--- config.mk ---
export PLATFORM = sky130hd
export DESIGN_NAME = float_to_int_saturate_unit
export DESIGN_NICKNAME = d
export VERILOG_FILES = /design/src/hw/rtl/fis_pkg.sv /design/src/hw/rtl/fis_core.sv /design/src/hw/rtl/float_to_int_saturate_unit.sv
export SDC_FILE = /design/constraint.sdc
export NUM_CORES = 1
export LEC_CHECK = 0
export BUFFER_PORTS_ARGS = -buffer_cell sky130_fd_sc_hd__buf_4
export CAP_MARGIN = 20
export CORE_ASPECT_RATIO = 2
export CORE_MARGIN = 1.5
export CORE_UTILIZATION = 38
export DETAILED_ROUTE_END_ITERATION = 10
export GPL_ROUTABILITY_DRIVEN = 0
export PLACE_DENSITY = 0.66
export SLEW_MARGIN = 25
export SYNTH_ARGS = -nofsm -noshare
export SYNTH_HDL_FRONTEND = slang
export SYNTH_SLANG_ARGS = --single-unit
--- constraint.sdc ---
create_clock -name clk -period 6.9 [get_ports clk]
set_input_delay 0.345 -clock clk [delete_from_list [all_inputs] [get_ports clk]]
set_output_delay 0.345 -clock clk [all_outputs]
set_load 0.005 [all_outputs]
--- src/hw/rtl/fis_pkg.sv ---
package fis_pkg;

    typedef enum logic [1:0] {
        CMD_S32 = 2'd0,
        CMD_U32 = 2'd1,
        CMD_U16 = 2'd2,
        CMD_S16 = 2'd3
    } cmd_t;

    localparam int EXP_BIAS = 127;

    typedef struct packed {
        logic        neg;
        logic        big;
        logic        nan;
        logic [31:0] mag;
    } conv_t;

endpackage

--- src/hw/rtl/fis_core.sv ---
module fis_core
    import fis_pkg::*;
(
    input  logic [1:0]  command,
    input  logic [31:0] value_bits,
    output logic [31:0] result_bits
);

    conv_t       c;
    logic [7:0]  expo;
    logic [22:0] frac;
    logic [23:0] mant;
    logic [4:0]  e;
    logic [54:0] shifted;

    assign expo = value_bits[30:23];
    assign frac = value_bits[22:0];
    assign mant = {1'b1, frac};
    assign e    = 5'(expo - 8'(EXP_BIAS));
    // mantissa with its hidden one at bit 23, shifted left by e; integer part from bit 23 up
    assign shifted = {31'd0, mant} << e;

    always_comb
    begin
        c.neg = value_bits[31];
        c.nan = (expo == 8'hFF) && (frac != 23'd0);
        c.big = (expo == 8'hFF) || (expo >= 8'(EXP_BIAS + 32));
        if (expo < 8'(EXP_BIAS) || c.big)
            c.mag = 32'd0;
        else
            c.mag = shifted[54:23];
    end

    always_comb
    begin
        result_bits = 32'd0;
        if (!c.nan)
        begin
            case (cmd_t'(command))
                CMD_S32:
                    if (c.big || c.mag[31])
                        result_bits = c.neg ? 32'h8000_0000 : 32'h7FFF_FFFF;
                    else
                        result_bits = c.neg ? 32'd0 - c.mag : c.mag;
                CMD_U32:
                    if (!c.neg)
                        result_bits = c.big ? 32'hFFFF_FFFF : c.mag;
                CMD_U16:
                    if (!c.neg)
                        result_bits = (c.big || c.mag >= 32'h0000_FFFF)
                                      ? 32'h0000_FFFF : c.mag;
                default:
                    if (c.neg)
                        result_bits = (c.big || c.mag >= 32'h0000_8000)
                                      ? 32'hFFFF_8000 : 32'd0 - c.mag;
                    else
                        result_bits = (c.big || c.mag >= 32'h0000_7FFF)
                                      ? 32'h0000_7FFF : c.mag;
            endcase
        end
    end

endmodule

--- src/hw/rtl/float_to_int_saturate_unit.sv ---
// channel  direction  tdata (low bit up)                    tuser
// s_axis   in         [1:0] command, [33:2] value_bits      -
// m_axis   out        [31:0] result_bits                    -
// one request per cycle while the result is not stalled; passes the input register, then the result register
// rst_n clears only the valid flags; data registers are not reset
// a stalled result holds; the input stage refills as soon as the result moves
module float_to_int_saturate_unit
    import fis_pkg::*;
(
    input  logic        clk,
    input  logic        rst_n,
    input  logic        s_axis_tvalid,
    output logic        s_axis_tready,
    input  logic [39:0] s_axis_tdata,   // command[1:0], value_bits[33:2], zero pad
    output logic        m_axis_tvalid,
    input  logic        m_axis_tready,
    output logic [31:0] m_axis_tdata    // result_bits[31:0]
);

    logic        in_vld_reg;
    logic [1:0]  cmd_reg;
    logic [31:0] val_reg;
    logic        out_vld_reg;
    logic [31:0] res_reg;
    logic [31:0] res_next;
    logic        adv;

    fis_core u_core (
        .command     (cmd_reg),
        .value_bits  (val_reg),
        .result_bits (res_next)
    );

    assign adv           = !out_vld_reg || m_axis_tready;
    assign s_axis_tready = !in_vld_reg || adv;

    always_ff @(posedge clk or negedge rst_n)
    begin
        if (!rst_n)
        begin
            in_vld_reg  <= 1'b0;
            out_vld_reg <= 1'b0;
        end
        else
        begin
            if (s_axis_tready)
                in_vld_reg <= s_axis_tvalid;
            if (adv)
                out_vld_reg <= in_vld_reg;
        end
    end

    always_ff @(posedge clk)
    begin
        if (s_axis_tready && s_axis_tvalid)
        begin
            cmd_reg <= s_axis_tdata[1:0];
            val_reg <= s_axis_tdata[33:2];
        end
        if (adv && in_vld_reg)
            res_reg <= res_next;
    end

    assign m_axis_tvalid = out_vld_reg;
    assign m_axis_tdata  = res_reg;

    a_hold: assert property (@(posedge clk) disable iff (!rst_n)
        m_axis_tvalid && !m_axis_tready |=> m_axis_tvalid && $stable(m_axis_tdata))
        else $error("result changed under stall");
    a_flow: assert property (@(posedge clk) disable iff (!rst_n)
        in_vld_reg && adv |=> out_vld_reg)
        else $error("request lost between stages");
    a_ready: assert property (@(posedge clk) disable iff (!rst_n)
        !out_vld_reg |-> s_axis_tready)
        else $error("input blocked with empty output");

endmodule

==> reports/qor.yml <==
status: "complete, but fails checks"
violations: "DRC"
area_delta_synth_final_pct: 13.3
root_buffer: "clkbuf_16"
die_h_um: 195
core-area_um2: 18100
p_leak_nw: 2.91
critPathKind: "reg2reg"
finalSetupTns_ps: 0
synthTopCellsByArea: "edfxtp_1 (28%), mux2i_1 (6.6%), mux4_2 (6.1%)"
crit_required_ps: 6980
drt_pass1_iterations: 8
drv_slew: 0
tightest_slew_ps: 971
max_freq_mhz: 175
synth_top_cells_by_count: "edfxtp_1 (66), nand2_1 (64), nor2_1 (60), a21oi_1 (59), o21ai_0 (49)"
cp-end-kind: "flip-flop"
slowest_delay_ps: 840
hp-class: "in2reg"
cts_made_buffers: 9
synth_area_per_cell_um2: 8.98
top_layer: "met4"
cts_tree: "built"
met2WireLength_mm: 12.7
crit_chain: "ha_1, nand3_2, xor2_2, o31ai_1, a211oi_2, or4b_1, nor4_2, and3_1, nand2_1, o21ai_1, a31oi_1"
grt_pass1_vias: 6691
clock_path_buffers: 2
synth_top_area_cell: "edfxtp_1"
startpoint_type: "flip-flop"
hpwl_mm: 18.3
wl_per_cell_um: 23.3
n_fill_cell: 1797
worst-path-stages: 11
overflow: 0
synthFlopType: "edfxtp_1"
final_area_um2: 7910
ys_types: 98
rsz0062_at_grt: "no"
cp.buffers_inverters: 0
drive_gt1_share_pct: 22.4
drt-total-wl_mm: 24.2
fin_crit_sh_pct: 83.0
clkTransAtPathRegs_ps: 60
drt.antenna.violating_nets: 0
yosysSeqAreaShare_pct: 29.1
crit_family: "simple AND/OR/NAND/NOR gates"
wl_met1_mm: 7.91
io-pin-count: 78
r2r_cells: 11
period_needed_ps: 5730
antenna_found_initial: 0
diodes: 0
worstSkewPairLatency_ps: 350
avgViaCountPerCell: 6.61
io_buffers: 71
synth_seq_cells: 68
drc_errors: 4
fin_util_pct: 43.7
skew_ps: 5.13
dieWidth_um: 98.9
grt_pass1_wl_mm: 37.7
synth_edf_count: 66
yosys_warnings: 0
drtIter0Drc: 504
synthArstFlopShare_pct: 2.94
clock-sinks: 68
start_util_pct: 38.5
p_per_area_nw_per_um2: 206
worst-endpoint-arrival_ps: 5810
grt_start_max_net_pins: 62
synth_most_common_cell: "edfxtp_1"
post-cts-setup-buffer-count: 0
htreeDepth: 3
min_path_cells: 1
fp.dieArea_um2: 19300
grtUsageTotal_pct: 25.6
vias: 6865
place_area_um2: 7610
hold_violations: 0
ir_worst_vdd_mv: 0.128
slew_headroom_pct: 35.2
met3_length_mm: 1.49
syn-num-nets: 826
maxCapViolations: 0
holdWs_ps: 163
timing.critical_path.slowest_stage_cell: "xor2_2"
crit_path_max_fanout: 19
setup_viol: 0
layout.nets: 865
placementRows: 70
synth.cell_area_um2: 6990
syn_inst: 778
synth_top_area_share_pct: 28.4
[placed cells by master, fill, tap and decap left out, drive strengths merged, types with 10 or more instances in the layout]
cell / n
nor2: 60
nand3: 32
mux2: 23
nor4: 18
buf: 89
nand2: 64
mux2i: 46
and2: 12
o31ai: 12
clkbuf: 10
a211oi: 13
mux4: 20
nand4: 10
o211ai: 13
edfxtp: 66
a31oi: 19
a21oi: 59
nand2b: 14
nor3: 26
and3: 11
o21ai: 56
[kinds of logic (layout without fill, tap and decap cells)]
logic type	after synthesis	count (layout)	share of synthesized area, %
multiplexers	89	89	16.8
AND/OR/NAND/NOR	279	279	21.1
AO/OA/AOI/OAI	253	253	24.6
flip-flops	68	68	29.1
XOR/XNOR	14	14	2.51
adder cells (fa/ha/maj)	4	4	0.716
buffers and inverters	71	115	5.27
[layout make-up]
class	count	area, um^2	share of cell area, %
Sequential cell	68	2030	25.7
Clock buffer	10	229	2.89
Clock inverter	6	55.1	0.696
Multi-Input combinational cell	639	4620	58.3
Inverter	9	33.8	0.427
Timing Repair Buffer	90	678	8.57
Tap cell	216	270	3.42
[per-stage QoR]
stage / power [mW] / worst slack [ps] / cells
finish: 1.63 / 1170 / 1038
global route: 1.70 / 840 / 1038
floorplan: 0.978 / 1990 / 778
global placement: 1.15 / 1370 / 1021
CTS: 1.61 / 1260 / 1038
detailed placement: 1.16 / 1290 / 1021
[report_power, final]
part	internal, mW	switching (mW)	total [mW]	leakage (nW)
clock	0.276	0.177	0.453	0.137
combinational	0.254	0.389	0.643	2.11
sequential	0.505	0.0255	0.530	0.665
[worst paths after layout]
| kind | slack (ps) | startpoint | end |
|---|---|---|---|
| worst max-delay path | 1170 | val_reg[24] | m_axis_tdata[30] |
| worst min-delay path | 160 | s_axis_tdata[20] | val_reg[18] |
| worst max register to register | 1170 | val_reg[24] | m_axis_tdata[30] |
| worst min register to register | 490 | in_vld_reg | m_axis_tvalid |
| max in group asynchronous | 6510 | rst_n | in_vld_reg |
| min in group asynchronous | 310 | rst_n | m_axis_tvalid |
[per-layer routing]
| metal | vias to the layer above | track usage [%] |
|---|---|---|
| met5 | - | 0 |
| li1 | 3135 | - |
| met1 | 3204 | 25.7 |
| met2 | 400 | 45.4 |
| met3 | 126 | 4.03 |
| met4 | 0 | 21.2 |
[timing repair]
action	CTS	global route
setup endpoints to repair	0	0
resized for setup	0	0
hold buffers	1	0
hold endpoints to repair	2	0
(Power assumes the default switching activity.)
